[src/sv/cvsd_pkg.sv]
// Package for the CAN vehicle signal decoder.
// Holds the frame and record payload types, CAN identifiers and decode constants.
// No dependencies.
package cvsd_pkg;

	// Received CAN frame, one transfer on the input channel
	typedef struct packed {
		logic [10:0] frame_id;
		logic        is_data_frame;
		logic [3:0]  byte_count;
		logic [7:0]  byte0;
		logic [7:0]  byte1;
		logic [7:0]  byte2;
		logic [7:0]  byte3;
		logic [7:0]  byte4;
		logic [7:0]  byte5;
		logic [7:0]  byte6;
		logic [7:0]  byte7;
	} in_t;

	// Dashboard signal record, one transfer on the output channel
	typedef struct packed {
		logic [7:0]  accelerator;
		logic [15:0] rpm_eighths;
		logic [15:0] speed_q8;
		logic        brake_pressed;
		logic        driver_door_open;
		logic        passenger_door_open;
		logic [1:0]  blinker_state;
		logic        fog_light_on;
		logic [1:0]  light_mode;
		logic        high_beam_on;
	} out_t;

	// Configuration register indexes
	typedef enum logic [1:0] {
		REG_ZERO_HOLD   = 2'd0,
		REG_RPM_LIMIT   = 2'd1,
		REG_SPEED_LIMIT = 2'd2,
		REG_UNUSED      = 2'd3
	} reg_idx_t;

	// Reset values of the configuration registers
	localparam logic [3:0]  ZERO_HOLD_RST   = 4'd10;
	localparam logic [15:0] RPM_LIMIT_RST   = 16'd56000;
	localparam logic [15:0] SPEED_LIMIT_RST = 16'd51200;

	// Frame identifiers
	localparam logic [10:0] ID_ENGINE_A = 11'h1F9;
	localparam logic [10:0] ID_ENGINE_B = 11'h284;
	localparam logic [10:0] ID_ROAD     = 11'h354;
	localparam logic [10:0] ID_PEDALS   = 11'h35D;
	localparam logic [10:0] ID_BODY     = 11'h60D;
	localparam logic [10:0] ID_LAMPS    = 11'h625;

	// Indicator lever codes in byte 7 of the body frame
	localparam logic [7:0] IND_LEFT_CODE   = 8'h36;
	localparam logic [7:0] IND_RIGHT_CODE  = 8'h56;
	localparam logic [7:0] IND_HAZARD_CODE = 8'h76;

	// Blinker state encoding
	localparam logic [1:0] BLINK_OFF    = 2'd0;
	localparam logic [1:0] BLINK_LEFT   = 2'd1;
	localparam logic [1:0] BLINK_RIGHT  = 2'd2;
	localparam logic [1:0] BLINK_HAZARD = 2'd3;

	// Light mode encoding
	localparam logic [1:0] LIGHT_OFF      = 2'd0;
	localparam logic [1:0] LIGHT_POSITION = 2'd1;
	localparam logic [1:0] LIGHT_DIPPED   = 2'd2;

	// Bit masks
	localparam logic [7:0] BRAKE_MASK     = 8'h10;
	localparam logic [7:0] DRV_DOOR_MASK  = 8'h08;
	localparam logic [7:0] PSG_DOOR_MASK  = 8'h10;
	localparam logic [7:0] FOG_MASK       = 8'h1C;
	localparam logic [7:0] DIPPED_MASK    = 8'h60;
	localparam logic [7:0] POSITION_MASK  = 8'h40;
	localparam logic [7:0] HIGH_BEAM_MASK = 8'h8C;

	// Road speed scaling: floor(raw * 256 / 90) = (raw * SPEED_MAGIC) >> SPEED_SHIFT,
	// exact for every 16-bit raw word (SPEED_MAGIC is 2^29 / 45 rounded up, that is 128/45 scaled by 2^22)
	localparam int          SPEED_SHIFT = 22;
	localparam logic [23:0] SPEED_MAGIC = 24'd11930465;

	// Saturation point of the zero-reading counters
	localparam logic [4:0] ZERO_CNT_MAX = 5'd31;

endpackage

[src/sv/can_vehicle_signal_decoder.sv]
// CAN vehicle signal decoder: top level.
// Depends on cvsd_pkg for payload types, identifiers and constants.
//
// Usage
// - Input channel (in_valid / in_stall / in_data) carries one received CAN
//   frame per transfer. Output channel (out_valid / out_stall / out_data)
//   returns the whole dashboard record once for every frame taken.
// - Configuration channel (cfg_valid / cfg_ready / cfg_index / cfg_data)
//   writes hold count, rpm limit and speed limit; cfg_ready is always high.
//   Write only while no frame is in flight.
// - Path: a taken frame is held in the input register, decoded from there,
//   and its record is registered and presented on out_data.
// - Throughput: one frame per cycle while the receiver does not stall. The
//   record register doubles as the decoder state, so each frame is decoded
//   against the record left by the previous one; the road-speed scaling
//   multiplier and its clamp compare set the logic depth of that decode.
// - Stall: while the receiver stalls, the record holds; one more frame can
//   wait in the input register, after which in_stall is raised.
// - Reset (arst_n low): registers return to their defaults, the record is
//   cleared and no transfer is pending on either side.
module can_vehicle_signal_decoder import cvsd_pkg::*; (
	input  logic        clk,
	input  logic        arst_n,
	// frame input
	input  logic        in_valid,
	output logic        in_stall,
	input  in_t         in_data,
	// record output
	output logic        out_valid,
	input  logic        out_stall,
	output out_t        out_data,
	// configuration writes
	input  logic        cfg_valid,
	output logic        cfg_ready,
	input  logic [1:0]  cfg_index,
	input  logic [15:0] cfg_data
);

	// configuration registers
	logic [3:0]  zero_hold_q;
	logic [15:0] rpm_limit_q;
	logic [15:0] speed_limit_q;

	// input register
	logic        valid_s1;
	in_t         frame_s1;

	// record register (also the decoder state) and zero counters
	logic        out_valid_q;
	out_t        rec_q;
	logic [4:0]  rpm_zero_q;
	logic [4:0]  spd_zero_q;

	// decode signals
	logic        advance;
	logic        accept;
	logic [3:0]  len;
	logic [7:0]  b [8];
	logic [15:0] eng_raw;
	logic [15:0] road_raw;
	logic [39:0] road_prod;
	logic [17:0] road_scaled;
	out_t        rec_d;
	logic [4:0]  rpm_zero_d;
	logic [4:0]  spd_zero_d;
	logic [4:0]  rpm_zero_inc;
	logic [4:0]  spd_zero_inc;
	logic [4:0]  hold_plus1;

	// handshakes
	assign cfg_ready = 1'b1;
	assign advance   = valid_s1 && (!out_valid_q || !out_stall);
	assign in_stall  = valid_s1 && !advance;
	assign accept    = in_valid && !in_stall;
	assign out_valid = out_valid_q;
	assign out_data  = rec_q;

	// configuration register writes
	always_ff @(posedge clk or negedge arst_n) begin
		if (!arst_n) begin
			zero_hold_q   <= ZERO_HOLD_RST;
			rpm_limit_q   <= RPM_LIMIT_RST;
			speed_limit_q <= SPEED_LIMIT_RST;
		end else if (cfg_valid && cfg_ready) begin
			case (reg_idx_t'(cfg_index))
				REG_ZERO_HOLD:   zero_hold_q   <= cfg_data[3:0];
				REG_RPM_LIMIT:   rpm_limit_q   <= cfg_data;
				REG_SPEED_LIMIT: speed_limit_q <= cfg_data;
				default:         ;
			endcase
		end
	end

	// input register
	always_ff @(posedge clk or negedge arst_n) begin
		if (!arst_n) begin
			valid_s1 <= 1'b0;
		end else if (accept) begin
			valid_s1 <= 1'b1;
		end else if (advance) begin
			valid_s1 <= 1'b0;
		end
	end

	always_ff @(posedge clk) begin
		if (accept) begin
			frame_s1 <= in_data;
		end
	end

	// length clamp and masking of bytes past the frame length
	always_comb begin
		len  = (frame_s1.byte_count > 4'd8) ? 4'd8 : frame_s1.byte_count;
		b[0] = (len > 4'd0) ? frame_s1.byte0 : 8'd0;
		b[1] = (len > 4'd1) ? frame_s1.byte1 : 8'd0;
		b[2] = (len > 4'd2) ? frame_s1.byte2 : 8'd0;
		b[3] = (len > 4'd3) ? frame_s1.byte3 : 8'd0;
		b[4] = (len > 4'd4) ? frame_s1.byte4 : 8'd0;
		b[5] = (len > 4'd5) ? frame_s1.byte5 : 8'd0;
		b[6] = (len > 4'd6) ? frame_s1.byte6 : 8'd0;
		b[7] = (len > 4'd7) ? frame_s1.byte7 : 8'd0;
	end

	// raw words and road speed scaling
	assign eng_raw     = {b[2], b[3]};
	assign road_raw    = {b[0], b[1]};
	assign road_prod   = {24'd0, road_raw} * {16'd0, SPEED_MAGIC};
	assign road_scaled = road_prod[SPEED_SHIFT +: 18];

	// saturating zero counters
	assign hold_plus1   = {1'b0, zero_hold_q} + 5'd1;
	assign rpm_zero_inc = (rpm_zero_q < ZERO_CNT_MAX) ? rpm_zero_q + 5'd1 : ZERO_CNT_MAX;
	assign spd_zero_inc = (spd_zero_q < ZERO_CNT_MAX) ? spd_zero_q + 5'd1 : ZERO_CNT_MAX;

	// frame decode against the current record
	always_comb begin
		rec_d      = rec_q;
		rpm_zero_d = rpm_zero_q;
		spd_zero_d = spd_zero_q;
		if (frame_s1.is_data_frame) begin
			case (frame_s1.frame_id)
				ID_ENGINE_A, ID_ENGINE_B: begin
					rec_d.accelerator = b[2];
					if (len >= 4'd4) begin
						if (eng_raw != 16'd0) begin
							rec_d.rpm_eighths = (eng_raw > rpm_limit_q) ? rpm_limit_q : eng_raw;
							rpm_zero_d        = 5'd0;
						end else if (rpm_zero_inc > {1'b0, zero_hold_q}) begin
							rec_d.rpm_eighths = 16'd0;
							rpm_zero_d        = hold_plus1;
						end else begin
							rpm_zero_d = rpm_zero_inc;
						end
					end
				end
				ID_ROAD: begin
					if (len >= 4'd2) begin
						if (road_raw != 16'd0) begin
							rec_d.speed_q8 = (road_scaled > {2'b00, speed_limit_q}) ?
								speed_limit_q : road_scaled[15:0];
							spd_zero_d     = 5'd0;
						end else if (spd_zero_inc > {1'b0, zero_hold_q}) begin
							rec_d.speed_q8 = 16'd0;
							spd_zero_d     = hold_plus1;
						end else begin
							spd_zero_d = spd_zero_inc;
						end
					end
				end
				ID_PEDALS: begin
					rec_d.brake_pressed = |(b[4] & BRAKE_MASK);
				end
				ID_BODY: begin
					if (len >= 4'd8) begin
						rec_d.driver_door_open    = |(b[0] & DRV_DOOR_MASK);
						rec_d.passenger_door_open = |(b[0] & PSG_DOOR_MASK);
					end
					case (b[7])
						IND_LEFT_CODE:   rec_d.blinker_state = BLINK_LEFT;
						IND_RIGHT_CODE:  rec_d.blinker_state = BLINK_RIGHT;
						IND_HAZARD_CODE: rec_d.blinker_state = BLINK_HAZARD;
						default:         rec_d.blinker_state = BLINK_OFF;
					endcase
					rec_d.fog_light_on = ((b[6] & FOG_MASK) == FOG_MASK);
				end
				ID_LAMPS: begin
					if (len >= 4'd2) begin
						if ((b[1] & DIPPED_MASK) == DIPPED_MASK) begin
							rec_d.light_mode = LIGHT_DIPPED;
						end else if (|(b[1] & POSITION_MASK)) begin
							rec_d.light_mode = LIGHT_POSITION;
						end else begin
							rec_d.light_mode = LIGHT_OFF;
						end
						rec_d.high_beam_on = |(b[1] & HIGH_BEAM_MASK);
					end
				end
				default: ;
			endcase
		end
	end

	// record register and output valid
	always_ff @(posedge clk or negedge arst_n) begin
		if (!arst_n) begin
			out_valid_q <= 1'b0;
			rec_q       <= '0;
			rpm_zero_q  <= 5'd0;
			spd_zero_q  <= 5'd0;
		end else begin
			if (advance) begin
				out_valid_q <= 1'b1;
				rec_q       <= rec_d;
				rpm_zero_q  <= rpm_zero_d;
				spd_zero_q  <= spd_zero_d;
			end else if (!out_stall) begin
				out_valid_q <= 1'b0;
			end
		end
	end

endmodule

[config.mk]
export PLATFORM = sky130hd
export DESIGN_NAME = can_vehicle_signal_decoder
export DESIGN_NICKNAME = d
export VERILOG_FILES = /design/src/sv/cvsd_pkg.sv /design/src/sv/can_vehicle_signal_decoder.sv
export SDC_FILE = /design/constraint.sdc
export NUM_CORES = 1
export LEC_CHECK = 0
export BUFFER_PORTS_ARGS = -buffer_cell sky130_fd_sc_hd__buf_2
export CORE_ASPECT_RATIO = 1.25
export CORE_MARGIN = 4
export CORE_UTILIZATION = 40
export CTS_CLUSTER_SIZE = 16
export DETAILED_ROUTE_END_ITERATION = 12
export GPL_ROUTABILITY_DRIVEN = 0
export GPL_TIMING_DRIVEN = 0
export PLACE_DENSITY = 0.73
export SYNTH_ARGS = -nofsm -noshare
export SYNTH_HDL_FRONTEND = slang
export SYNTH_SLANG_ARGS = --single-unit
export TNS_END_PERCENT = 5
[constraint.sdc]
create_clock -name clk -period 7.5 [get_ports clk]
set_input_delay 0.75 -clock clk [delete_from_list [all_inputs] [get_ports clk]]
set_output_delay 0.75 -clock clk [all_outputs]
set_load 0.01 [all_outputs]
# Word level (Yosys, flattened, before mapping)
# Cells that the tools add are included.
dict set report word_totals {
  ff_bits 163
  input_bits 103
  output_inout_bits 52
  elab_cells 117
}
dict set report classes {
  add_sub_neg 3
  multipliers 1
  magnitude_cmp 17
  n_eq_ne 14
  muxes 27
  reduce_logical 28
}
# op n
set op_table {}
lappend op_table {{$mux 16} 6}
lappend op_table {{$mul 16x24->40 const B} 1}
lappend op_table {{$mux 5} 8}
lappend op_table {{$mux 8} 5}
lappend op_table {{$eq 11x10->1 const B} 3}
lappend op_table {{$reduce_bool 16->1} 2}
lappend op_table {{$eq 11x11->1 const B} 2}
lappend op_table {{$gt 18x16->1} 1}
lappend op_table {{$eq 8x7->1 const B} 2}
lappend op_table {{$gt 16x16->1} 1}
lappend op_table {{$reduce_and 4->1} 4}
lappend op_table {{$gt 4x3->1 const B} 3}
lappend op_table {{$eq 11x9->1 const B} 1}
lappend op_table {{$add 5x1->5 const B} 2}
lappend op_table {{$gt 5x4->1} 2}
lappend op_table {{$lt 5x5->1 const B} 2}
lappend op_table {{$reduce_and 5->1} 2}
lappend op_table {{$reduce_and 3->1} 3}
lappend op_table {{$eq 8x6->1 const B} 1}
lappend op_table {{$gt 4x1->1 const B} 2}
lappend op_table {{$gt 4x2->1 const B} 2}
lappend op_table {{$pmux 2 s3} 1}
lappend op_table {{$reduce_and 2->1} 3}
lappend op_table {{$reduce_bool 2->1} 3}
lappend op_table {{18 further kinds} 28}

# Depth between registers and ports, before layout
dict set report logic_depth {
  depth_word 8
  ltp_mapped 35
  ltp_nobuf 33
}

# Worst setup path before layout
# OpenSTA, ideal clock, no wires.
dict set report synth_timing {
  kind {flip-flop to flip-flop}
  start {register frame_s1[67] (netlist name)}
  end {register rec_q (netlist bit out_data[15])}
  setup_ns 0.121
  arrival_ns 7.998
  required_ns 7.379
  slack_ns -0.618
  stages_incl_launch_ff 31
  n_path_buf 3
  period_less_slack_ns 8.118
  cell_sequence {edfxtp_1 -> or2_4 -> or3_1 -> buf_6 -> and2_2 -> ha_1 -> fa_1 -> inv_1 -> fa_1 -> inv_1 -> fa_1 -> inv_1 -> fa_1 -> fa_1 -> inv_1 -> ha_1 -> clkbuf_1 -> a21oi_1 -> a21oi_1 -> a211oi_1 -> o31ai_1 -> xor2_1 -> ha_1 -> and4_1 -> nand4_1 -> o32ai_1 -> o21ai_0 -> nor4_4 -> buf_6 -> mux2i_1 -> o21ai_2}
}
dict set report synth_via {
  elab_chain_cells 8
  word_cells_on_any_way 14
  classes_between {mul (1); order compare (5); mux (5); reduce/logical (3)}
}
# element line
set synth_rtl {}
lappend synth_rtl {{start, declared} can_vehicle_signal_decoder.sv:46} ;# in_t frame_s1;
lappend synth_rtl {{start signal, assigned} can_vehicle_signal_decoder.sv:107} ;# frame_s1 <= in_data;
lappend synth_rtl {{$gt 4x4->1} can_vehicle_signal_decoder.sv:113} ;# len = (frame_s1.byte_count > 4'd8) ? 4'd8 : frame_s1.byte_count;
lappend synth_rtl {{$mux 4 (*)} can_vehicle_signal_decoder.sv:113}
lappend synth_rtl {{$gt 4x1->1 (on tied branches)} {can_vehicle_signal_decoder.sv:115, can_vehicle_signal_decoder.sv:114}}
lappend synth_rtl {{$mux 8 (on tied branches)} {can_vehicle_signal_decoder.sv:115, can_vehicle_signal_decoder.sv:114}}
lappend synth_rtl {{$mul 16x24->40} can_vehicle_signal_decoder.sv:127} ;# assign road_prod = {24'd0, road_raw} * {16'd0, SPEED_MAGIC};
lappend synth_rtl {{$gt 18x16->1} can_vehicle_signal_decoder.sv:159} ;# rec_d.speed_q8 = (road_scaled > {2'b00, speed_limit_q}) ?
lappend synth_rtl {{$mux 16} can_vehicle_signal_decoder.sv:159}
lappend synth_rtl {{$mux 16} can_vehicle_signal_decoder.sv:158} ;# if (road_raw != 16'd0) begin
lappend synth_rtl {{end signal, assigned} can_vehicle_signal_decoder.sv:213} ;# rec_q <= rec_d;
lappend synth_rtl {{end, declared} can_vehicle_signal_decoder.sv:50} ;# out_t rec_q;
# Mark *: on every way between the ends. The rest lies on a longest branch, timed or not.
# A chain may end at the register's enable or synchronous reset.

# Final worst setup path
dict set report layout_timing {
  start {register frame_s1[66] (netlist name)}
  end {register rec_q (netlist bit out_data[9])}
}
# Same word-level chain as after synthesis.

==> flow_summary.json <==
{
  "status": "finished, violations left",
  "violations": "negative setup slack",
  "cp-start-kind": "register",
  "cp_max_fo": 5,
  "n_fill_cell": 2760,
  "maxCapViolCount": 0,
  "met2_length_um": 17500,
  "die_w_um": 167,
  "numCtsBuffers": 17,
  "setup_violations": 16,
  "wl_met1_um": 12100,
  "fmax_ghz": 0.129,
  "postSynthCellCount": 1189,
  "critPathKind": "register to register",
  "ys_ff_latch": 157,
  "synth_edf_count": 60,
  "grt-ovfl-total": 0,
  "placementRows": 72,
  "muxShareOfSynthArea_pct": 7.25,
  "grt_max_degree": 65,
  "arrival_ns": 8.13,
  "min_path_type": "primary input to asynchronous set/reset pin",
  "ys_types": 76,
  "fin_util_pct": 50.4,
  "die_y_um": 206,
  "worstSetupEndpointType": "register",
  "fin_cells": 1820,
  "nNetsFinal": 1754,
  "fin_crit_sh_pct": 103,
  "portBuffers": 133,
  "critPathRequiredTime_ns": 7.88,
  "multi_input_area_um2": 8220,
  "dp_slack_ns": -1.37,
  "max-slew-margin-rel_pct": 28.5,
  "hpwl_um": 25000,
  "grt_antenna_before_repair": 0,
  "h-tree-depth": 4,
  "clockBufferDepth": 2,
  "setup_slack_ns": -0.244,
  "synth_xor_area_share_pct": 1.66,
  "first_pass_iters": 5,
  "die_area_um2": 34400,
  "critPathTopFamily": "adder cells",
  "synthAdderAreaFrac_pct": 30.0,
  "dp_cells": 1731,
  "via_per_inst": 5.21,
  "antenna_left": 0,
  "drive_gt1_share_pct": 30.2,
  "cts_root_buffer": "clkbuf_16",
  "synthFlopType": "dfrtp_1",
  "synth_top_cell_by_area": "dfrtp_1",
  "synth_top_cells_by_area": "dfrtp_1, ha_1, edfxtp_1",
  "tns_ns": -3.27,
  "slew_violations": 0,
  "syn-num-nets": 1543,
  "cpPeakStageDelay_ns": 0.54,
  "reg2reg_slack_ns": -0.24,
  "synth_top_family_by_area": "adder cells",
  "via_count": 9488,
  "initial_core_util_pct": 40.6,
  "finClkSkew_ns": 0.0155,
  "wl_um": 31900,
  "io_pins": 155,
  "regArea_um2": 4240,
  "tightest_slew_ns": 1.07,
  "areaGrowthSynthToFinish_pct": 24.2,
  "numClockSinks": 157,
  "synth-compound-area-share_pct": 9.97,
  "grt_pass1_vias": 10100,
  "drc": 0,
  "route.top_layer_used": "met4",
  "diodes": 0,
  "dr_wl_met3_um": 1150,
  "async_flop_share_pct": 61.8,
  "min_period_ns": 7.74,
  "syn_avg_cell_area_um2": 10.6,
  "cp_num_buf_inv": 10,
  "clk_pin_slew_worst_paths_ns": 0.08,
  "synth_top_area_share_pct": 16.9,
  "yosys.area_share.simple_pct": 10.7,
  "yosysWarningCount": 0,
  "grt_first_pass_wirelength_um": 51100,
  "rsz0062_at_grt": "true",
  "crit_slowest_cell": "fa_1",
  "wl_per_cell_um": 17.6,
  "yosysSeqAreaShare_pct": 33.7,
  "cts_tree": "done",
  "hold_violations": 0,
  "coreArea_um2": 31000,
  "synth.cell_area_um2": 12600,
  "first_iter_violations": 585,
  "grt_usage_pct": 18.6,
  "clock_latency_ns": 0.44
}
[repair_timing]
action / 4_1_cts / 5_1_grt
pin swaps: 71 / 52
gates cloned: 2 / 0
gates resized for setup: 90 / 41
endpoints found under the setup margin: 16 / 16
hold buffers: 0 / 0
buffers inserted: 46 / 10
endpoints found under the hold margin: 0 / 0
[Yosys cell counts (15+ instances only)]
| master | number |
|---|---|
| ha_1 | 166 |
| nand3_1 | 29 |
| clkbuf_1 | 15 |
| nor2_1 | 23 |
| dfrtp_1 | 85 |
| mux2i_1 | 36 |
| a21oi_1 | 39 |
| nand2_1 | 101 |
| mux2_2 | 49 |
| a21o_1 | 18 |
| edfxtp_1 | 60 |
| fa_1 | 85 |
| inv_1 | 193 |
| o21ai_0 | 61 |
[worst paths after layout]
path,from,endpoint,cells past startpoint
min,arst_n,rpm_limit_q[10]$_DFFE_PN0P_,1
min in group clk,in_data[12],frame_s1[12]$_DFFE_PP_,1
max,frame_s1[66]$_DFFE_PP_,out_data[9]$_DFFE_PN0P_,34
max in group asynchronous,arst_n,zero_hold_q[3]$_DFFE_PN1P_,2
min reg2reg,out_data[35]$_DFFE_PN0P_,out_data[35]$_DFFE_PN0P_,2
max reg2reg,frame_s1[66]$_DFFE_PP_,out_data[9]$_DFFE_PN0P_,34
[through the flow]
stage | cell area [um^2] | hold slack [ns]
2_1_floorplan | 12800 | 0.449
3_3_place_gp | 14000 | 0.459
3_5_place_dp | 14000 | 0.465
4_1_cts | 15400 | 0.254
5_1_grt | 15600 | 0.279
6_report | 15600 | 0.260
[cell families (layout without fill, tap and decap cells)]
logic type | Yosys count | after routing
and+or+nand+nor | 259 | 259
adders and majority gates | 251 | 251
buffers and inverters | 216 | 440
AOI/OAI and AO/OA | 197 | 197
DFF | 157 | 157
muxes | 85 | 85
xor gates and xnor gates | 23 | 23
other | 1 | 1
[layer usage]
layer  vias up  track usage (%)
met5         -                0
met4         0             7.75
met3        73             2.39
met2       229             35.8
met1      4673             20.6
li1       4513                -
[area by class of cell]
type | count | area share [%]
Buffer | 22 | 0.921
Clock buffer | 17 | 2.72
Clock inverter | 15 | 1.10
Inverter | 193 | 4.68
Multi-Input combinational cell | 816 | 52.6
Sequential cell | 157 | 27.2
Tap cell | 407 | 3.26
Timing Repair Buffer | 193 | 7.56
[registers in the layout (all words and copies together) (netlist names)]
name,cells
frame_s1,60
out_valid,1
rpm_zero_q,5
out_data,49
zero_hold_q,4
spd_zero_q,5
valid_s1,1
rpm_limit_q,16
speed_limit_q,16
[placed cells by master (no fill, tap or decap), types with 29 or more instances in the layout]
cell type and count:
inv_1 175, dfrtp_1 85, fa_1 78, nand2_1 92
ha_1 146, buf_2 134, mux2i_1 29, mux2_2 49
a21oi_1 33, buf_4 53, o21ai_0 48, edfxtp_1 60
Power is left out: the tool's default activity adds up to more than one toggle a clock period on the data nets, which glitch-free logic cannot reach.
